### config.mk
export PLATFORM = sky130hd
export DESIGN_NAME = fprc_div_cell
export DESIGN_NICKNAME = d
export VERILOG_FILES = /design/src/hdl/fprc_pkg.sv /design/src/hdl/fprc_div_cell.sv
export SDC_FILE = /design/constraint.sdc
export NUM_CORES = 1
export LEC_CHECK = 0
export BUFFER_PORTS_ARGS = -buffer_cell sky130_fd_sc_hd__clkbuf_2
export CELL_PAD_IN_SITES_DETAIL_PLACEMENT = 1
export CELL_PAD_IN_SITES_GLOBAL_PLACEMENT = 2
export CORE_ASPECT_RATIO = 0.7
export CORE_MARGIN = 5
export CORE_UTILIZATION = 29
export DETAILED_ROUTE_END_ITERATION = 10
export PLACE_DENSITY_LB_ADDON = 0.1
export REMOVE_ABC_BUFFERS = 1
export SKIP_CTS_REPAIR_TIMING = 1
export SLEW_MARGIN = 20
export SYNTH_ARGS = -nofsm -noshare
export SYNTH_HDL_FRONTEND = slang
export SYNTH_SLANG_ARGS = --single-unit
export TNS_END_PERCENT = 10
### constraint.sdc
create_clock -name clk_i -period 0.9 [get_ports clk_i]
set_input_delay 0.09 -clock clk_i [delete_from_list [all_inputs] [get_ports clk_i]]
set_output_delay 0.09 -clock clk_i [all_outputs]
set_load 0.01 [all_outputs]
### src/hdl/fprc_pkg.sv
`timescale 1ns / 1ps

package fprc_pkg;

  // Field widths of one input word and one result word.
  localparam int unsigned PARENT_W = 29;
  localparam int unsigned MINT_W   = 10;
  localparam int unsigned MFRAC_W  = 24;
  localparam int unsigned PDIV_W   = 10;
  localparam int unsigned ODEXP_W  = 3;
  localparam int unsigned RATE_W   = 39;

  // Default width of the fraction that takes part in the multiplier.
  localparam int unsigned FRAC_BITS_DEF = 24;

  // Width of the shifted dividend: the product is below 2^(39+F), the rounding
  // term adds at most one bit, and the shift removes at least F bits.
  localparam int unsigned QUOT_W  = PARENT_W + MINT_W + 1;
  // Width of the summed output divider exponent (up to 14).
  localparam int unsigned SHIFT_W = ODEXP_W + 1;

  typedef struct packed {
    logic [PARENT_W-1:0] ref_rate;
    logic [MINT_W-1:0]   mult_int;
    logic [MFRAC_W-1:0]  mult_frac;
    logic [PDIV_W-1:0]   pre_div;
    logic [ODEXP_W-1:0]  out_div1_exp;
    logic [ODEXP_W-1:0]  out_div2_exp;
  } in_t;

  typedef struct packed {
    logic [RATE_W-1:0] out_rate;
    logic              zero_div;
  } out_t;

  // Word handed from one divider cell to the next. The dividend and the
  // quotient share one register: each cell shifts one dividend bit out at
  // the top and one quotient bit in at the bottom.
  typedef struct packed {
    logic              valid;
    logic              zero;
    logic [PDIV_W-1:0] div;
    logic [PDIV_W-1:0] rem;
    logic [QUOT_W-1:0] dq;
  } div_t;

endpackage

### src/hdl/fprc_div_cell.sv
`timescale 1ns / 1ps

module fprc_div_cell (
  input  logic           clk_i,
  input  logic           rst_ni,
  input  logic           en_i,
  input  fprc_pkg::div_t cell_i,
  output fprc_pkg::div_t cell_o
);
  import fprc_pkg::*;

  logic [PDIV_W:0]   trial, diff;
  logic              ge;
  div_t              nxt;
  logic              valid_q;
  logic              zero_q;
  logic [PDIV_W-1:0] div_q, rem_q;
  logic [QUOT_W-1:0] dq_q;

  // One restoring step: bring down the next dividend bit and subtract the
  // divisor where it fits.
  always_comb begin
    trial      = {cell_i.rem, cell_i.dq[QUOT_W-1]};
    diff       = trial - {1'b0, cell_i.div};
    ge         = (trial >= {1'b0, cell_i.div});
    nxt        = cell_i;
    nxt.rem    = ge ? diff[PDIV_W-1:0] : trial[PDIV_W-1:0];
    nxt.dq     = {cell_i.dq[QUOT_W-2:0], ge};
  end

  always_ff @(posedge clk_i or negedge rst_ni) begin
    if (!rst_ni) begin
      valid_q <= 1'b0;
    end else if (en_i) begin
      valid_q <= cell_i.valid;
    end
  end

  always_ff @(posedge clk_i) begin
    if (en_i) begin
      zero_q <= nxt.zero;
      div_q  <= nxt.div;
      rem_q  <= nxt.rem;
      dq_q   <= nxt.dq;
    end
  end

  always_comb begin
    cell_o.valid = valid_q;
    cell_o.zero  = zero_q;
    cell_o.div   = div_q;
    cell_o.rem   = rem_q;
    cell_o.dq    = dq_q;
  end

endmodule

Word-level counts from Yosys, hierarchy flattened
Cells that the tools add are included.
- magnitude comparators: 1
- multiplexer cells: 1
- add/subtract/negate cells: 1
- operator list (kind ; number):
    greater-or-equal comparator 11 x 10 -> 1 bit ; 1
    two-way mux 10 bit ; 1
    subtractor 10 bit ; 1
- output and inout bits: 62
- logic and storage cells: 8
- flip-flop bits (word level): 62
- input port bits: 65

Depth between registers and ports, before layout
- word-level depth: 2
- mapped depth: 9
- gate-level depth less buffers: 9

Worst setup path before layout
Ideal clock, no wire load.
- kind: input to register
- start point: in cell_i[39] (netlist bit)
- end point: reg rem_q[8] (data pin)
- data required time: 0.640 ns
- path buffers: 0
- stages on the path: 9
- data arrival time: 1.694 ns
- setup time: 0.260 ns
- slack: -1.054 ns
- cells stage by stage: inv_1 ha_1 inv_1 fa_1 a211oi_1 o21bai_1 a221oi_1 xnor2_1 mux2_4
- RTL lines (what ; line ; RTL):
    start, declared ; fprc_div_cell.sv:7 ; input fprc_pkg::div_t cell_i,
    end signal, assigned ; fprc_div_cell.sv:43 ; rem_q <= nxt.rem;
    end, declared ; fprc_div_cell.sv:17 ; logic [PDIV_W-1:0] div_q, rem_q;

==> results.cfg <==
[status]
status = complete, but fails checks
violations = negative setup slack

[logic_synthesis]
avgSynthCellArea_um2 = 17.9
syn-cell-area_um2 = 2510
synthSimpleGateAreaFrac_pct = 3.34
synth-edff-count = 61
yosysSeqAreaShare_pct = 74.1
synthCells = 140
synth_compound_area_share_pct = 6.19
ys.flop_type = edfxtp_1
synthXorXnorAreaFrac_pct = 2.45
yosys-mux-area-fraction_pct = 5.49
yosysTopAreaCellShare_pct = 73.1
synth_top_family_by_area = compound AO/OA/AOI/OAI gates
synth_top_cells_by_count = 61 x edfxtp_1, 12 x inv_1, 10 x ha_1
netlist-cell-type-count = 35
synth_fa_ha_area_share_pct = 5.79
async_flop_share_pct = 1.61
yosysWarningCount = 0
ys_ff_latch = 62
synth_top_area_cell = edfxtp_1
synth_area_leaders = edfxtp_1 73%, ha_1 5.0%, mux2_4 4.2%, inv_1 1.8%, xnor2_1 1.7%
yosys.cell_count.top_type = edfxtp_1

[sta]
hold_viol = 0
clock_skew_ps = 0
relSlewSlack_pct = 78.0
fin_setup_tns_ps = -7800
timing.fmax_mhz = 604
finalMaxSlewViolations = 0
setup_viol = 62
worst_pin_slew_ps = 330
finalWorstSetupSlack_ps = -756
rsz0062_at_grt = yes
period_share_pct = 184
fin_crit_ps = 1660

[setup_path]
cp_max_fo = 2
crit_required_ps = 970
endpoint_kind = register
r2r_slack_ps = 160
cp-start-kind = primary input
path_class = in2reg
rr_endpoint = valid_q
cp.arrival_ps = 1730
worst_r2r_path_depth = 1
r2r-start = valid_q

[layout]
antenna_cells = 0
drive_above_1_share_pct = 61.3
syn2layout_area_growth_pct = 89.7
fin_util_pct = 56.3
finalInstanceArea_um2 = 4750
nets = 446

[clock_tree]
tritoncts = yes
clk_pin_slew_ps = 50
cts.path.max_buffers = 2
root_buffer = clkbuf_16
worstSkewPairLatency_ps = 320
cts_made_buffers = 9
htreeDepth = 3
clock-sinks = 62

[power_and_ir_drop]
vdd_ir_drop_max_mv = 0.805
p_total_mw = 8.76
power.density_nw_per_um2 = 1840
p_leak_nw = 2.09

[placement]
globalplace.congestion = 0.667
numPortBuffers = 126
hpwl_um = 5060
dpl_cell_area_um2 = 3580
dp_slack_ps = -1300

[min_path]
hold_class = in2async

[drt]
detail_route.iter0.violations = 62
postRouteAntennaNets = 0
dr.pass1.iters = 4
wire_per_inst_um = 15.1
routed_wl_um = 7460
viasPerCell = 4.12
via_count = 2039
drc = 0

[die]
rows = 28
dieHeight_um = 87.8
ioPinCount = 127
die_w_um = 121
die-area_um2 = 10600
placeableCoreArea_um2 = 8440
start_util_pct = 29.7

[global_routing]
grt-ovfl-total = 0
grt_pass1_wl_um = 9730
grt_start_max_net_pins = 35
antenna_found_initial = 0
grt_use_total_pct = 12.1
grt_pass1_vias = 1878

[job]
drv_cap = 0
-- worst max-delay path by stage --
| stage | startpoint | end | slack [ps] | depth (start not counted) |
|---|---|---|---|---|
| finish | cell_i[39] | rem_q[8] | -760 | 10 |
| global route | cell_i[39] | rem_q[8] | -830 | 10 |
| CTS | cell_i[39] | rem_q[8] | -960 | 10 |
| detailed placement | cell_i[39] | rem_q[8] | -1300 | 10 |
| global placement | cell_i[39] | rem_q[8] | -1230 | 10 |
| floorplan | cell_i[39] | rem_q[8] | -1050 | 9 |
-- cells by family (layout without fill, tap and decap cells) --
family / Yosys count / after routing
buffers and inverters: 15 / 250
AOI/OAI and AO/OA: 19 / 19
DFF: 62 / 62
xor gates and xnor gates: 7 / 7
and+or+nand+nor: 16 / 16
adders and majority gates: 11 / 11
muxes: 10 / 10
-- placed cells by master, fill, tap and decap left out, types with 5 or more instances in the layout --
master,instances
clkbuf_16,9
edfxtp_1,61
inv_1,6
ha_4,10
clkbuf_2,117
buf_2,5
mux2_4,7
buf_6,5
dlygate4sd3_1,52
buf_4,39
-- flip-flops by register name, indices dropped and copies added (netlist names) --
name,count
dq_q,40
valid_q,1
rem_q,10
zero_q,1
div_q,10
-- cell type report --
| type | count | area [um2] |
|---|---|---|
| clock buffers | 9 | 225 |
| flip-flops and latches | 62 | 1860 |
| clock inverters | 7 | 72.6 |
| fillers | 871 | 3690 |
| multi-input cells | 63 | 842 |
| inverters | 13 | 66.3 |
| well taps | 120 | 150 |
| repair buffers | 221 | 1540 |
-- through the flow --
step,hold WS (ps),cells
2_1_floorplan,-206,138
3_3_place_gp,-135,420
3_5_place_dp,-134,420
4_1_cts,-485,436
5_1_grt,72.2,495
6_report,75.4,495
-- worst max-delay path, stage by stage --
cell and delay [ps]:
buf_6 100, inv_4 50, ha_4 120, inv_2 40, fa_2 370, a211oi_2 220
o21bai_2 110, a221oi_2 270, xnor2_1 100, mux2_4 250
-- layer usage --
layer	share of wire, %	routed length [um]	GRT usage [%]	up-vias
met3	7.2	535	4.07	5
met5	0	0	0	-
met4	0.91	68	4.94	0
met2	50	3720	19.1	71
li1	-	-	-	994
met1	42	3130	15.6	969
-- where the power goes --
group / internal [mW] / total [mW] / leakage [nW] / switching, mW
sequential: 3.49 / 3.56 / 0.609 / 0.0724
clock: 2.15 / 3.43 / 0.143 / 1.29
combinational: 0.989 / 1.77 / 1.34 / 0.778
total: 6.62 / 8.76 / 2.09 / 2.14
(Power assumes the default switching activity.)
