$ cat config.mk
export PLATFORM = sky130hd
export DESIGN_NAME = fprc_prep
export DESIGN_NICKNAME = d
export VERILOG_FILES = /design/src/hdl/fprc_pkg.sv /design/src/hdl/fprc_prep.sv
export SDC_FILE = /design/constraint.sdc
export NUM_CORES = 2
export LEC_CHECK = 0
export ABC_AREA = 1
export BUFFER_PORTS_ARGS = -buffer_cell sky130_fd_sc_hd__buf_2
export CAP_MARGIN = 20
export CELL_PAD_IN_SITES_DETAIL_PLACEMENT = 1
export CELL_PAD_IN_SITES_GLOBAL_PLACEMENT = 1
export CORE_MARGIN = 5
export CORE_UTILIZATION = 50
export CTS_CLUSTER_SIZE = 14
export DETAILED_ROUTE_END_ITERATION = 8
export PLACE_DENSITY = 0.89
export SKIP_LAST_GASP = 1
export SLEW_MARGIN = 20
export SYNTH_ARGS = -nofsm -noshare
export SYNTH_HDL_FRONTEND = slang
export SYNTH_SLANG_ARGS = --single-unit
$ cat constraint.sdc
create_clock -name clk_i -period 4.5 [get_ports clk_i]
set_input_delay 0.9 -clock clk_i [delete_from_list [all_inputs] [get_ports clk_i]]
set_output_delay 0.9 -clock clk_i [all_outputs]
set_load 0.01 [all_outputs]
$ cat src/hdl/fprc_pkg.sv
`timescale 1ns / 1ps

package fprc_pkg;

  // Field widths of one input word and one result word.
  localparam int unsigned PARENT_W = 29;
  localparam int unsigned MINT_W   = 10;
  localparam int unsigned MFRAC_W  = 24;
  localparam int unsigned PDIV_W   = 10;
  localparam int unsigned ODEXP_W  = 3;
  localparam int unsigned RATE_W   = 39;

  // Default width of the fraction that takes part in the multiplier.
  localparam int unsigned FRAC_BITS_DEF = 24;

  // Width of the shifted dividend: the product is below 2^(39+F), the rounding
  // term adds at most one bit, and the shift removes at least F bits.
  localparam int unsigned QUOT_W  = PARENT_W + MINT_W + 1;
  // Width of the summed output divider exponent (up to 14).
  localparam int unsigned SHIFT_W = ODEXP_W + 1;

  typedef struct packed {
    logic [PARENT_W-1:0] ref_rate;
    logic [MINT_W-1:0]   mult_int;
    logic [MFRAC_W-1:0]  mult_frac;
    logic [PDIV_W-1:0]   pre_div;
    logic [ODEXP_W-1:0]  out_div1_exp;
    logic [ODEXP_W-1:0]  out_div2_exp;
  } in_t;

  typedef struct packed {
    logic [RATE_W-1:0] out_rate;
    logic              zero_div;
  } out_t;

  // Word handed from one divider cell to the next. The dividend and the
  // quotient share one register: each cell shifts one dividend bit out at
  // the top and one quotient bit in at the bottom.
  typedef struct packed {
    logic              valid;
    logic              zero;
    logic [PDIV_W-1:0] div;
    logic [PDIV_W-1:0] rem;
    logic [QUOT_W-1:0] dq;
  } div_t;

endpackage

$ cat src/hdl/fprc_prep.sv
`timescale 1ns / 1ps

module fprc_prep #(
  parameter int unsigned FRAC_BITS = fprc_pkg::FRAC_BITS_DEF
) (
  input  logic           clk_i,
  input  logic           rst_ni,
  input  logic           en_i,
  input  logic           valid_i,
  input  fprc_pkg::in_t  word_i,
  output fprc_pkg::div_t cell_o
);
  import fprc_pkg::*;

  localparam int unsigned PH_W  = PARENT_W + MINT_W;
  localparam int unsigned PL_W  = PARENT_W + FRAC_BITS;
  localparam int unsigned SUM_W = QUOT_W + FRAC_BITS;

  // Stage one: the two partial products of the multiplier.
  logic               v1_q, v2_q, v3_q;
  logic               zero1_q, zero2_q, zero3_q;
  logic [PDIV_W-1:0]  n1_q, n2_q, n3_q;
  logic [SHIFT_W-1:0] s1_q, s2_q;
  logic [PH_W-1:0]    ph1_q, ph1_d;
  logic [PL_W-1:0]    pl1_q, pl1_d;
  logic [SUM_W-1:0]   sum2_q, sum2_d, shifted;
  logic [QUOT_W-1:0]  q3_q;

  assign ph1_d = PH_W'(word_i.ref_rate) * PH_W'(word_i.mult_int);
  assign pl1_d = PL_W'(word_i.ref_rate) * PL_W'(word_i.mult_frac[FRAC_BITS-1:0]);

  // Stage two: full product plus half of the denominator.
  assign sum2_d = (SUM_W'(ph1_q) << FRAC_BITS) + SUM_W'(pl1_q)
                + ((SUM_W'(n1_q) << (FRAC_BITS - 1)) << s1_q);

  // Stage three: the power-of-two part of the denominator is a shift.
  assign shifted = (sum2_q >> FRAC_BITS) >> s2_q;

  always_ff @(posedge clk_i or negedge rst_ni) begin
    if (!rst_ni) begin
      v1_q <= 1'b0;
      v2_q <= 1'b0;
      v3_q <= 1'b0;
    end else if (en_i) begin
      v1_q <= valid_i;
      v2_q <= v1_q;
      v3_q <= v2_q;
    end
  end

  always_ff @(posedge clk_i) begin
    if (en_i) begin
      zero1_q <= (word_i.pre_div == '0);
      n1_q    <= word_i.pre_div;
      s1_q    <= SHIFT_W'(word_i.out_div1_exp) + SHIFT_W'(word_i.out_div2_exp);
      ph1_q   <= ph1_d;
      pl1_q   <= pl1_d;
      zero2_q <= zero1_q;
      n2_q    <= n1_q;
      s2_q    <= s1_q;
      sum2_q  <= sum2_d;
      zero3_q <= zero2_q;
      n3_q    <= n2_q;
      q3_q    <= shifted[QUOT_W-1:0];
    end
  end

  always_comb begin
    cell_o.valid = v3_q;
    cell_o.zero  = zero3_q;
    cell_o.div   = n3_q;
    cell_o.rem   = '0;
    cell_o.dq    = q3_q;
  end

endmodule

==> run metrics, run 1 <==
total number of yosys warnings=0; kind of the worst endpoint=register input; clock tree sinks=193; Initial Utilization=50.20%; largest net degree at the start of global routing=85; Netlist cell types=47; total CTS buffers=17; Tool Error=[ERROR GRT-0232] Routing congestion too high. Check the congestion heatmap in the GUI.; hold_buf cts=0; Die Wd=307.2 um; Most used DFF post-synth=edfxtp_1; status=stopped before the end; Placed Instances=7215; leading area contributor after synthesis=fa_1; Total Routing Usage GR=77.15%; Clock Path Buffers=2; Root Buffer=clkbuf_16; Die Height=307.2 um; register area share after synthesis=13.09%; async set-or-reset flop fraction in the synthesized netlist=1.554%; Buffers on Ports=134; Synth area leaders=fa_1, nand2_1, edfxtp_1; io pins=145; H-tree depth=4; Placed Area=50660 um2; gpl congestion=0.9439; FF+latch count, synth=193; post-synthesis cell count=5697; Fail Step=5_1_grt; # rows=109; post-synthesis cell area=44160 um2; Synth top area share=37.67%; remaining global-route overflow=838; number of flops mapped to enable cells by yosys=190; syn avg cell area=7.752 um2; placed wire-length estimate=149000 um; last worst endpoint in the global-route repair_timing=pl1_q[39]$_DFFE_PP_/D
-- per-stage QoR --
stage | util (%) | worst slack [ps]
3_5_place_dp | 57.59 | -2860
2_1_floorplan | - | -1718
3_3_place_gp | 57.59 | -2543
4_1_cts | 61.76 | -1955
-- kinds of logic after synthesis --
family / count (synthesis) / share of synthesized area (%)
AOI/OAI and AO/OA: 443 / 5.576
xor gates and xnor gates: 77 / 1.527
adders and majority gates: 1118 / 45.80
buffers and inverters: 1776 / 15.24
DFF: 193 / 13.09
muxes: 12 / 0.2748
other: 1 / 0.008492
and+or+nand+nor: 2077 / 18.48
-- what timing repair did --
| item | CTS |
|---|---|
| endpoints found under the setup margin | 64 |
| resized for setup | 627 |
| buffers inserted | 79 |
| pin swaps | 189 |
| cloned | 8 |
-- synthesized netlist by cell type (3+ instances only) --
library cell	number
nand2_1	1613
inv_1	1503
fa_1	831
ha_1	287
nor2_1	248
clkbuf_1	212
edfxtp_1	190
o21ai_0	183
a21oi_1	165
nand3_1	122
xor2_1	59
buf_1	32
nand4_1	29
nor3_1	28
o21bai_1	26
xnor2_1	18
o21a_1	14
buf_2	13
buf_4	13
a21o_1	12
mux2i_1	11
nor4_1	11
a21boi_0	10
nand2_2	10
o21ai_2	8
a31oi_1	7
nor2_2	4
o21ai_1	4
a21oi_2	3
and3_1	3
dfrtp_1	3
o211ai_1	3
-- layer usage --
metal  overflow  global-route usage (%)
met5          4                   37.97
met4        274                   79.56
met3         30                   64.32
met2        496                   92.29
met1         34                   74.83
==> run 2, diff against run 1 <==
--- a/config.mk
+++ b/config.mk
@@ -8,13 +8,10 @@
 export ABC_AREA = 1
 export BUFFER_PORTS_ARGS = -buffer_cell sky130_fd_sc_hd__buf_2
 export CAP_MARGIN = 20
-export CELL_PAD_IN_SITES_DETAIL_PLACEMENT = 1
-export CELL_PAD_IN_SITES_GLOBAL_PLACEMENT = 1
 export CORE_MARGIN = 5
-export CORE_UTILIZATION = 50
-export CTS_CLUSTER_SIZE = 14
+export CORE_UTILIZATION = 40
 export DETAILED_ROUTE_END_ITERATION = 8
-export PLACE_DENSITY = 0.89
+export PLACE_DENSITY_LB_ADDON = 0.15
 export SKIP_LAST_GASP = 1
 export SLEW_MARGIN = 20
 export SYNTH_ARGS = -nofsm -noshare
==> run 2 against run 1 <==
The flow now finishes, with violations (setup timing); synthesized area did not move; synthesized cell count did not move.
==> run metrics, run 2 <==
FF+latch count, synth=193 (unchanged); Total Routing Usage GR=23.74%; Die Area=117100 um2; Regs by FF count=q3_q x40, sum2_q x40, ph1_q x39; Worst setup SP type=input port; post-synthesis cell area=44160 um2 (unchanged); DP Worst Slack=-2592 ps (+268.4 ps); worst min path class=input port to async pin; most frequent cells in the layout=nand2_1, inv_1, fa_1, buf_4, ha_1; largest family of logic cells by synthesized area=adder cells; Compound-Gate Fraction of Synth Area=5.576% (unchanged); post-route antenna net violation count=0; CP dominant cell by count=fa_1; Synth top cells by count=nand2_1, inv_1, fa_1; remaining global-route overflow=0; clk_lat worst skew=460 ps; final hold violations=0; Final Skew=14.07 ps; First-pass DRT Iterations=6; worst r2r src=s1_q[0]; Synth area leaders=fa_1, nand2_1, edfxtp_1; slowest CP cell=fa_2; vias per inst=4.850; gpl congestion=0.8881 (-5.9%); total number of yosys warnings=0 (unchanged); worst endpoint data arrival time=6410 ps; Final period util=137.6%; final core utilization=51.96%; unrepaired setup endpoints after global routing=true; Post-Route Setup TNS=-75260 ps; Slew headroom=43.47%; H-tree depth=4 (unchanged); core area=109300 um2; Most used DFF post-synth=edfxtp_1; vias in the first global route=40110; Req. time, crit path=4720 ps; clock tree sinks=193 (unchanged); Register Area=5781 um2; Placed Area=51280 um2 (+1.2%); syn avg cell area=7.752 um2 (unchanged); fmax=161.6 MHz; final setup fails=64; Synth top area share=37.67% (unchanged); FF-to-FF path depth=14; crit path max fanout=3; Routed WL=138200 um; Clock Path Buffers=2 (unchanged); fin nets=7431; reg2reg end=sum2_q[50]; mux cell area share after synthesis=0.2748% (unchanged); layout cell share with drive strength beyond 1=24.28%; register area share after synthesis=13.09% (unchanged); max incr delay on CP=580 ps; footprint of the multi-input gates=35280 um2; adder-cell share of the synthesized area=45.80% (unchanged); post-synthesis cell count=5697 (unchanged); Crit Path Category=input port to register; design area=56800 um2; Die Height=342.3 um (+11%); CTS tree=yes; failing checks=setup timing; fin worst setup slack=-1690 ps; commonest non-fill, non-tap cell in the layout=nand2_1; # rows=121 (+11%); Slew Limit Fails=0; top-count cell post-synth=nand2_1; XOR/XNOR Fraction of Synth Area=1.527% (unchanged); async set-or-reset flop fraction in the synthesized netlist=1.554% (unchanged); status=finished with violations; Crit. End Element=register; CP delay by family, top=adder cells; Root Buffer=clkbuf_16; Initial Utilization=40.40% (-9.8 points); Die Wd=342.3 um (+11%); largest net degree at the start of global routing=81; leading area contributor after synthesis=fa_1; Starting DRT DRC Count=2153; number of flops mapped to enable cells by yosys=190 (unchanged); maxcap violations=0; Netlist cell types=47 (unchanged); Bufs and invs on worst path=10; DRC Markers=0; clock-pin slew on the worst setup and hold paths=80 ps; global-route wire length before repair=219800 um; R2R Setup Slk=570 ps; placed wire-length estimate=112400 um (-25%); Area Overhead vs Synth=28.61%; diode count=0; io pins=145 (unchanged); Slew @ Worst Pin=842.8 ps; Buffers on Ports=134 (unchanged); antenna violations before repair=1; Final min period=6190 ps; WL per Instance=17.90 um; simple-gate area share of the yosys netlist=18.48% (unchanged); total CTS buffers=17 (unchanged); Layout fillers=10560; total number of vias=37440
-- run 2: cell counts after synthesis --
Identical to the previous run, type by type.
-- run 2: how the worst max path moves through the flow --
stage          startpoint         to  depth (start not counted)  slack [ps]
2_1_floorplan  word_i[26]  pl1_q[51]                         25       -1720
3_3_place_gp   word_i[25]  pl1_q[48]                         26       -2550
3_5_place_dp   word_i[65]  pl1_q[48]                         26       -2590
4_1_cts        word_i[72]  pl1_q[48]                         27       -1760
5_1_grt        word_i[64]  pl1_q[48]                         26       -1880
6_report       word_i[21]  pl1_q[52]                         26       -1690
-- run 2: logic make-up after synthesis --
group | after synthesis
AND/OR/NAND/NOR | 2077
buffers and inverters | 1776
adder cells (fa/ha/maj) | 1118
AO/OA/AOI/OAI | 443
flip-flops | 193
XOR/XNOR | 77
multiplexers | 12
other | 1
-- run 2: stage by stage --
step | hold slack (ps) | cells
after floorplan | 400.3 | 5706
after global placement | 401.9 | 7548
after detailed placement | 404.5 | 7548
after CTS | 199.7 | 7650
after global routing | 196.7 | 7719
final | 223.0 | 7719
-- run 2: area by class of cell --
class / count / area share (%)
Multi-Input combinational cell: 3737 / 62.11
Timing Repair Buffer: 775 / 13.42
Sequential cell: 193 / 10.18
Inverter: 1506 / 9.966
Tap cell: 1476 / 3.252
Clock buffer: 17 / 0.7490
Clock inverter: 15 / 0.3238
-- run 2: layer usage --
| layer | vias to the layer above | track usage [%] | part of all wire, % |
|---|---|---|---|
| li1 | 17640 | - | - |
| met1 | 18740 | 30.90 | 42 |
| met2 | 862 | 43.08 | 51 |
| met3 | 190 | 2.107 | 4.0 |
| met4 | 0 | 5.223 | 2.6 |
| met5 | - | 0 | 0 |
-- run 2: worst register-to-register path: cells and delay by family, from the launching register on --
kind	cells	cell delay (ps)
AOI/OAI and AO/OA	4	1190
buffers and inverters	1	200
muxes	1	150
DFF	1	400
xor gates and xnor gates	1	220
adders and majority gates	2	860
and+or+nand+nor	5	730
-- run 2: timing repair --
item                       CTS  global route
pin swaps                  171           235
setup buffers               64            70
gates cloned                13             6
resized for setup          499           448
setup endpoints to repair   64            64
hold buffers                 0             0
Power of run 2 is left out: the tool's default activity adds up to more than one toggle a clock period on the data nets, which glitch-free logic cannot reach.
