--- config.mk ---
export PLATFORM = sky130hd
export DESIGN_NAME = fprc_out_buf
export DESIGN_NICKNAME = d
export VERILOG_FILES = /design/src/hdl/fprc_pkg.sv /design/src/hdl/fprc_out_buf.sv
export SDC_FILE = /design/constraint.sdc
export NUM_CORES = 1
export LEC_CHECK = 0
export BUFFER_PORTS_ARGS = -buffer_cell sky130_fd_sc_hd__buf_2
export CORE_ASPECT_RATIO = 0.7
export CORE_MARGIN = 2
export CORE_UTILIZATION = 52
export CTS_CLUSTER_SIZE = 8
export DETAILED_ROUTE_END_ITERATION = 12
export PLACE_DENSITY = 0.9
export SLEW_MARGIN = 20
export SYNTH_ARGS = -nofsm -noshare
export SYNTH_HDL_FRONTEND = slang
export SYNTH_SLANG_ARGS = --single-unit
--- constraint.sdc ---
create_clock -name clk_i -period 3.83 [get_ports clk_i]
set_clock_uncertainty 0.2 [all_clocks]
set_input_delay 0.766 -clock clk_i [delete_from_list [all_inputs] [get_ports clk_i]]
set_output_delay 0.766 -clock clk_i [all_outputs]
set_load 0.005 [all_outputs]
--- src/hdl/fprc_pkg.sv ---
`timescale 1ns / 1ps

package fprc_pkg;

  // Field widths of one input word and one result word.
  localparam int unsigned PARENT_W = 29;
  localparam int unsigned MINT_W   = 10;
  localparam int unsigned MFRAC_W  = 24;
  localparam int unsigned PDIV_W   = 10;
  localparam int unsigned ODEXP_W  = 3;
  localparam int unsigned RATE_W   = 39;

  // Default width of the fraction that takes part in the multiplier.
  localparam int unsigned FRAC_BITS_DEF = 24;

  // Width of the shifted dividend: the product is below 2^(39+F), the rounding
  // term adds at most one bit, and the shift removes at least F bits.
  localparam int unsigned QUOT_W  = PARENT_W + MINT_W + 1;
  // Width of the summed output divider exponent (up to 14).
  localparam int unsigned SHIFT_W = ODEXP_W + 1;

  typedef struct packed {
    logic [PARENT_W-1:0] ref_rate;
    logic [MINT_W-1:0]   mult_int;
    logic [MFRAC_W-1:0]  mult_frac;
    logic [PDIV_W-1:0]   pre_div;
    logic [ODEXP_W-1:0]  out_div1_exp;
    logic [ODEXP_W-1:0]  out_div2_exp;
  } in_t;

  typedef struct packed {
    logic [RATE_W-1:0] out_rate;
    logic              zero_div;
  } out_t;

  // Word handed from one divider cell to the next. The dividend and the
  // quotient share one register: each cell shifts one dividend bit out at
  // the top and one quotient bit in at the bottom.
  typedef struct packed {
    logic              valid;
    logic              zero;
    logic [PDIV_W-1:0] div;
    logic [PDIV_W-1:0] rem;
    logic [QUOT_W-1:0] dq;
  } div_t;

endpackage

--- src/hdl/fprc_out_buf.sv ---
`timescale 1ns / 1ps

module fprc_out_buf (
  input  logic           clk_i,
  input  logic           rst_ni,
  input  logic           push_i,
  input  fprc_pkg::out_t word_i,
  output logic           room_o,
  output logic           out_valid_o,
  input  logic           out_ready_i,
  output fprc_pkg::out_t out_word_o
);
  import fprc_pkg::*;

  logic [1:0] cnt_q, cnt_d;
  out_t       buf0_q, buf1_q;
  logic       pop;

  assign pop         = out_valid_o && out_ready_i;
  assign out_valid_o = (cnt_q != 2'd0);
  assign out_word_o  = buf0_q;
  // Room depends on registered state only, so the pipeline enable never
  // waits on the downstream ready.
  assign room_o      = (cnt_q != 2'd2);

  always_comb begin
    cnt_d = cnt_q;
    if (push_i && !pop) begin
      cnt_d = cnt_q + 2'd1;
    end else if (pop && !push_i) begin
      cnt_d = cnt_q - 2'd1;
    end
  end

  always_ff @(posedge clk_i or negedge rst_ni) begin
    if (!rst_ni) begin
      cnt_q <= 2'd0;
    end else begin
      cnt_q <= cnt_d;
    end
  end

  always_ff @(posedge clk_i) begin
    if (pop) begin
      if (push_i && cnt_q == 2'd1) begin
        buf0_q <= word_i;
      end else begin
        buf0_q <= buf1_q;
      end
      if (push_i && cnt_q == 2'd2) begin
        buf1_q <= word_i;
      end
    end else if (push_i) begin
      if (cnt_q == 2'd0) begin
        buf0_q <= word_i;
      end else begin
        buf1_q <= word_i;
      end
    end
  end

endmodule

* Word level (Yosys, flattened, before mapping)
Cells that the tools add are included.
** Operators by class
- Add/sub/neg operators :: 2
- Eq/ne operators :: 5
- Mux-type cells :: 10
- Reductions and logical operators :: 14
** Operators by type and width (number)
- 2-to-1 mux 40 bit :: 8
- nonzero test 2 bit :: 4
- logical AND 1 bit :: 5
- 2-to-1 mux 2 bit :: 2
- inequality test 2 bit (second input constant) :: 2
- AND reduction 3 bit :: 1
- adder 2 x 1 -> 2 bit (second input constant) :: 1
- equality test 2 x 1 -> 1 bit (second input constant) :: 1
- equality test 2 bit (second input constant) :: 1
- logical NOT 1 bit :: 2
- logical NOT 2 bit :: 1
- inequality test 2 x 1 -> 1 bit (second input constant) :: 1
- AND reduction 2 bit :: 1
- subtractor 2 x 1 -> 2 bit (second input constant) :: 1
** Storage, ports and cells
- Output and inout port bits :: 42
- Register bits after elaboration :: 82
- Input bits :: 44
- Word-level logic and storage cells :: 36

* Longest topological paths before layout
Gate-level depths: netlist of run 1.
- Depth in word-level cells :: 5
- Depth in mapped cells :: 7
- Depth with buffers taken out :: 7

* Worst setup path before layout of run 1
OpenSTA, ideal clock, no wires.
- Kind :: input to register
- Start :: input out_ready_i
- End :: register buf1_q[0] (netlist name), enable pin
- Stages :: 3
- Slack :: 0.270 ns
- Path buffers :: 0
- Library setup time :: 0.437 ns
- Data required time :: 3.193 ns
- Arrival :: 2.923 ns
- Cells stage by stage :: nor2b_4 mux2_2 nor2_1
** On the way
- Cells in the longest elaborated chain, start to end :: 3
- Elaborated cells on any way between the ends :: 5
- Classes of those cells :: 2 x eq/ne; 3 x reduce/logical
** RTL lines
- start: declaration :: line fprc_out_buf.sv:10 : input logic out_ready_i,
- logical AND 1 bit (*) :: line fprc_out_buf.sv:19 : assign pop = out_valid_o && out_ready_i;
- inequality test 2 x 1 -> 1 bit (no line) (tied with other cells)
- AND reduction 3 bit (no line) (*)
- end signal: assignment :: line fprc_out_buf.sv:51 : buf1_q <= word_i;
- end signal: assignment :: line fprc_out_buf.sv:57 : buf1_q <= word_i;
- end: declaration :: line fprc_out_buf.sv:16 : out_t buf0_q, buf1_q;
Mark *: on every way between the ends. The rest lies on a longest branch, timed or not.
A chain may end at the register's enable or synchronous reset.

* Worst setup path after layout of run 1
- Start :: register cnt_q[0]
- End :: register buf1_q[15] (netlist name), enable pin
** On the way
- Cells in the longest elaborated chain, start to end :: 4
- Elaborated cells on any way between the ends :: 9
- Classes of those cells :: 3 x eq/ne; 6 x reduce/logical
** RTL lines
- start: declaration :: line fprc_out_buf.sv:15 : logic [1:0] cnt_q, cnt_d;
- start signal: assignment :: line fprc_out_buf.sv:39 : cnt_q <= cnt_d;
- equality test 2 bit / nonzero test 2 bit (equally long branches) :: line fprc_out_buf.sv:50, fprc_out_buf.sv:20
- logical AND 1 bit (on tied branches) :: line fprc_out_buf.sv:50, fprc_out_buf.sv:19
- inequality test 2 x 1 -> 1 bit (no line) (tied with other cells)
- AND reduction 3 bit (no line) (*)
Marked as above.

==> summary.md, run 1 <==
| Metric | Value |
|---|---|
| Placed cells | `between 300 and 400` |
| Synth cell types | `15` |
| RSZ-0062 raised after global routing | `false` |
| Initial Util | `between 50% and 60%` |
| Wirelength per Cell | `between 15 and 20 um` |
| Total CTS buffers | `9` |
| Max cap viols | `0` |
| Vias in the first global route | `roughly 1600` |
| Syn avg cell area | `about 22 um2` |
| Final core occ | `about 65%` |
| Placed cell area | `3799 um2` |
| Worst setup margin | `about 1.3 ns` |
| Syn Inst Count | `150` |
| Tmin final | `2.579 ns` |
| IO Count | `86` |
| Crit Path Max Fanout | `22` |
| First-pass GRT wire length | `between 8 and 9 mm` |
| Die X | `~100 um` |
| Detailed Route Iter0 Violations | `57` |
| Worst slack, placed | `between 1 and 1.5 ns` |
| Antenna Violating Nets Remaining | `0` |
| Max Root-Sink Buffers | `2` |
| Largest net degree at the start of global routing | `between 40 and 50` |
| Critical path type | `flip-flop to flip-flop` |
| Worst vdd ir | `around 0.75 mV` |
| Fmax | `between 300 and 400 MHz` |
| IO Port Bufs | `85` |
| Max incr delay on CP | `approximately 0.52 ns` |
| FP Rows | `24` |
| Core Box Area | `between 6000 and 7000 um2` |
| N_diodes | `0` |
| Status | `finished, final reports clean` |
| Slowest library cell on the worst path | `nor2_4` |
| Fill count | `approximately 420` |
| CP Capture Type | `flip-flop` |
| Setup TNS | `0 ns` |
| Clock root cell | `clkbuf_8` |
| Area Growth Syn to Fin | `21.39%` |
| Die area | `6961 um2` |
| Pwr dens | `roughly 730 nW/um2` |
| Buf/Inv on CP | `2` |
| TritonCTS clock tree | `yes` |
| Vias per cell | `~4.8` |
| Largest delay share family, worst path | `simple AND/OR/NAND/NOR gates` |
| Syn Std Cell Area | `3276 um2` |
| Die Height | `just over 70 um` |
| HPWL after detailed placement | `between 3 and 4 mm` |
| Commonest non-fill, non-tap cell in the layout | `buf_2` |
| Non-Filler Instances | `between 300 and 400` |
| Static Leakage | `1.694 nW` |
| Worst slew pin tran | `approximately 0.96 ns` |
| Overflow after GRT | `0` |
| Final net count | `296` |
| Initial antenna violation count | `0` |
| Post-Route WL | `roughly 5.3 mm` |
| Relative slew margins | `roughly 36%` |
| Clock sink total | `82` |
| Max Slew Vio Count | `0` |
| First drt pass iteration count | `4` |
| Share of cells above drive strength 1 | `approximately three fifths` |
| Gp weighted congestion | `approximately 0.7` |
| Most frequent cells in the layout | `buf_2 (85), edfxtp_1 (80), mux2_4 (40)` |
| Yosys top cell by area | `edfxtp_1` |
| Remaining routing DRC violations | `0` |
| Post-route clock period utilization | `about 67%` |
| Post-synth top area share | `around three quarters` |
| Yosys reg bits | `82` |
| Design Area, Final | `just under 4000 um2` |
| Ranking of synthesized cells by area | `edfxtp_1 (73%), mux2_4 (18%), ha_1 (2.3%), dfrtp_1 (1.5%), buf_6 (1.4%)` |
| Hold Crit Class | `flip-flop to flip-flop` |
| Total number of vias | `~1600` |
| Yosys Warn Count | `0` |
| Post-Syn Nets | `200` |
| Sequential fraction of the synthesis area | `about three quarters` |
| Req. time, crit path | `approximately 3.7 ns` |
| Clk slew on worst S/H paths | `approximately 0.070 ns` |
| Final Hold Fails | `0` |
| Clk Latency, worst-skew pair | `between 0.3 and 0.4 ns` |
| Crit path cell chain | `inv_1, ha_1, or2b_1, ha_1, nor2_4, buf_4` |
| Worst Path Arrival | `~2.4 ns` |
| # H-tree levels | `3` |
| Most used cell, CP | `ha_1` |
| Gr usage total | `around 16%` |
| Worst setup SP type | `flip-flop` |
| Setup-failing EPs final | `0` |
flip-flops by register name, summed over array words and instances (netlist names):
name,cells
cnt_q,2
buf1_q,40
out_word_o,40
worst paths after layout:
check / startpoint / to / slack (ns) / cells past startpoint
min reg2reg: cnt_q[0] / cnt_q[0] / 0.31 / 1
max: cnt_q[0] / buf1_q[15] / 1.25 / 6
max in group asynchronous: rst_ni / cnt_q[0] / 2.78 / 2
max reg2reg: cnt_q[0] / buf1_q[15] / 1.25 / 6
min: cnt_q[0] / cnt_q[0] / 0.31 / 1
min in group asynchronous: rst_ni / cnt_q[1] / 0.56 / 2
layout make-up:
type                       count  area [um2]  area share [%]
multi-input combinational     59       769.5           19.35
timing repair buffer          89       470.5           11.83
inverter                       5       18.77          0.4720
clock buffer                   9       123.9           3.115
tap                           78       97.59           2.454
sequential                    82        2452           61.67
clock inverter                 7       43.79           1.101
cell families after synthesis:
family                     after synthesis  synth area share [%]
xor gates and xnor gates                 2                0.5349
adders and majority gates                6                 2.292
DFF                                     82                 74.87
and+or+nand+nor                          9                 1.528
buffers and inverters                    9                 1.948
AOI/OAI and AO/OA                        1                0.1526
muxes                                   41                 18.68
metrics by stage:
stage               hold slack (ns)  total power, mW
detailed placement           0.2903            2.402
global placement             0.2877            2.357
floorplan                    0.2687            2.088
finish                       0.3095            2.900
global route                 0.3423            3.068
CTS                          0.3050            2.943
timing repair:
item / CTS / global route
buffers inserted: 0 / 0
hold buffers: 1 / 0
endpoints found under the hold margin: 2 / 0
gates resized for setup: 0 / 0
routing by layer:
layer	global-route usage, %	wire length (um)
met1	20.98	2466
met2	22.60	2318
met3	9.710	523
met4	4.262	8
met5	0	0
power breakdown:
group / internal, mW / total (mW) / switching [mW]
Clock: 0.233 / 0.529 / 0.296
Sequential: 1.42 / 1.51 / 0.0856
Combinational: 0.429 / 0.863 / 0.434
synth_stat cells:
cell	n
buf_6	4
dfrtp_1	2
edfxtp_1	80
ha_1	6
inv_1	5
mux2_2	1
mux2_4	40
nand2_1	5
nand2_2	1
nor2_1	1
nor2b_4	1
o21ai_0	1
or2b_1	1
xnor2_1	1
xor2_1	1
Note: power is estimated with default switching activity, not from simulation.
==> run 2: changes to the inputs <==
clock period = 2.42 ns   (was 3.83 ns; I/O delays follow)
==> run 2 against run 1 <==
  * Fmax grew 22%
  * Critical path type unchanged
  * Critical endpoint is now buf1_q[20]
  * Clock-buffer cell count grew 1
  * Clock power grew 95%
  * Sequential power grew 58%
  * Total power grew 66%
==> summary.md, run 2 (synthesis gave the netlist of run 1 again) <==
| Metric | Value |
|---|---|
| Wirelength per Cell | `15.94 um (-1.4%)` |
| Pwr dens | `1192 nW/um2 (+63%)` |
| HP Start | `word_i[22]` |
| Initial Util | `53.21% (unchanged)` |
| Setup Fix Bufs, Post-CTS | `0 (unchanged)` |
| IO Port Bufs | `85 (unchanged)` |
| Static Leakage | `1.719 nW (+1.5%)` |
| HPWL after detailed placement | `3.639 mm (-3.6%)` |
| Relative slew margins | `79.24% (+44 points)` |
| Fill count | `428 (+1.4%)` |
| Max Root-Sink Buffers | `2 (unchanged)` |
| Commonest non-fill, non-tap cell in the layout | `buf_2` |
| Tmin final | `2.119 ns (-0.4599 ns)` |
| Worst slew pin tran | `0.3114 ns (-0.6501 ns)` |
| Worst setup SP type | `flip-flop` |
| Multi-input gate area | `769.5 um2 (unchanged)` |
| Clk slew on worst S/H paths | `0.08 ns (about the same)` |
| Die area | `6961 um2 (unchanged)` |
| Max Slew Vio Count | `0 (unchanged)` |
| Remaining routing DRC violations | `0 (unchanged)` |
| FP Rows | `24 (unchanged)` |
| Final net count | `296 (unchanged)` |
| Initial antenna violation count | `0 (unchanged)` |
| Total CTS buffers | `9 (unchanged)` |
| Largest net degree at the start of global routing | `41 (unchanged)` |
| First drt pass iteration count | `4 (unchanged)` |
| Overflow after GRT | `0 (unchanged)` |
| Most frequent cells in the layout | `buf_2 (85), edfxtp_1 (80), mux2_4 (40)` |
| Sequential cell area | `2452 um2 (unchanged)` |
| Critical path startpoint | `cnt_q[0]` |
| Gr usage total | `15.83% (-0.18 points)` |
| IO Count | `86 (unchanged)` |
| Critical path type | `flip-flop to flip-flop` |
| Post-route clock period utilization | `87.57% (+20 points)` |
| Worst vdd ir | `0.5999 mV (-20%)` |
| Total number of vias | `1617 (+3.2%)` |
| Max cap viols | `0 (unchanged)` |
| Setup-failing EPs final | `0 (unchanged)` |
| First-pass GRT wire length | `7.990 mm (-1.9%)` |
| Antenna Violating Nets Remaining | `0 (unchanged)` |
| Final Hold Fails | `0 (unchanged)` |
| N_diodes | `0 (unchanged)` |
| Fmax | `471.9 MHz (+22%)` |
| Die Height | `70.41 um (unchanged)` |
| TritonCTS clock tree | `yes` |
| Worst Path Arrival | `1.96 ns (-0.46 ns)` |
| # H-tree levels | `3 (unchanged)` |
| RSZ-0062 raised after global routing | `false` |
| CP Capture Type | `flip-flop` |
| Setup TNS | `0 ns (unchanged)` |
| R2R Path Start | `cnt_q[0]` |
| Clock root cell | `clkbuf_8` |
| Area Growth Syn to Fin | `23.41%` |
| Req. time, crit path | `2.26 ns (-1.41 ns)` |
| Placed cells | `312 (unchanged)` |
| Share of cells above drive strength 1 | `58.57% (-0.40 points)` |
| Gp weighted congestion | `0.7440 (+4.6%)` |
| Status | `finished, final reports clean` |
| Clk Latency, worst-skew pair | `0.34 ns (about the same)` |
| Die X | `98.87 um (unchanged)` |
| Post-Route WL | `5.243 mm (-1.4%)` |
| Crit Path Max Fanout | `40 (+82%)` |
| Detailed Route Iter0 Violations | `75 (+32%)` |
| Vias per cell | `4.915 (+3.2%)` |
| Core Box Area | `6156 um2 (unchanged)` |
| Clock sink total | `82 (unchanged)` |
| Vias in the first global route | `1655 (+0.49%)` |
| Non-Filler Instances | `329 (unchanged)` |
| Hold Crit Class | `primary input to flip-flop` |
[run 2: cell types whose count changed in the layout (fill, tap and decap cells not counted)]
cell	previous run	this run
buf_12	1	3
buf_4	2	0
bufinv_16	0	2
clkbuf_1	0	1
clkinv_2	3	2
clkinv_4	1	0
inv_6	1	0
[run 2: worst paths after layout]
path | endpoint | slack (ns) | cells after the start
hold / removal | buf1_q[22] | 0.12 | 1
min in group asynchronous | cnt_q[1] | 0.25 | 2
hold reg to reg | cnt_q[0] | 0.31 | 1
max in group asynchronous | cnt_q[0] | 1.67 | 2
setup / recovery | buf1_q[20] | 0.30 | 6
setup reg to reg | buf1_q[20] | 0.30 | 6
[run 2: through the flow]
step / worst slack [ns] / cell area, um2 / hold slack, ns / total power [mW] / util [%]
after floorplan: 0.04545 / 3283 / -0.01159 / 3.305 / -
after global placement: 0.3919 / 3824 / 0.06927 / 3.767 / 62.11
after detailed placement: 0.3110 / 3824 / 0.07085 / 3.846 / 62.11
after CTS: 0.3048 / 4043 / 0.1129 / 4.878 / 65.67
after global routing: 0.1940 / 4043 / 0.1064 / 5.057 / 65.67
final: 0.3009 / 4043 / 0.1244 / 4.820 / 65.67
[run 2: power breakdown]
group | switching (mW) | internal (mW) | leakage, nW
Clock | 0.460 | 0.574 | 0.104
Combinational | 0.690 | 0.718 | 0.822
Sequential | 0.136 | 2.24 | 0.793
[run 2: layer usage]
metal / share of wire [%] / GRT usage [%] / vias to the layer above
met3: 10 / 8.909 / 9
met2: 47 / 25.15 / 80
met1: 41 / 18.13 / 762
li1: - / - / 766
met5: 0 / 0 / -
met4: 1.5 / 5.479 / 0
[run 2: cell type report]
class,count,area share [%]
sequential,82,60.66
tap,78,2.414
multi-input combinational,59,19.03
clock inverter,6,2.012
timing repair buffer,89,12.26
inverter,5,0.4643
clock buffer,10,3.157
[run 2: critical path, cell delays in order (launching register included)]
cell and delay [ns]:
dfrtp_1 0.39, inv_1 0.10, ha_1 0.23, or2b_1 0.28, ha_1 0.23, nor2_4 0.13
buf_12 0.23
[run 2: repair_timing]
action | 4_1_cts | 5_1_grt
gates resized for setup | 0 | 0
hold buffers | 1 | 0
endpoints found under the hold margin | 2 | 0
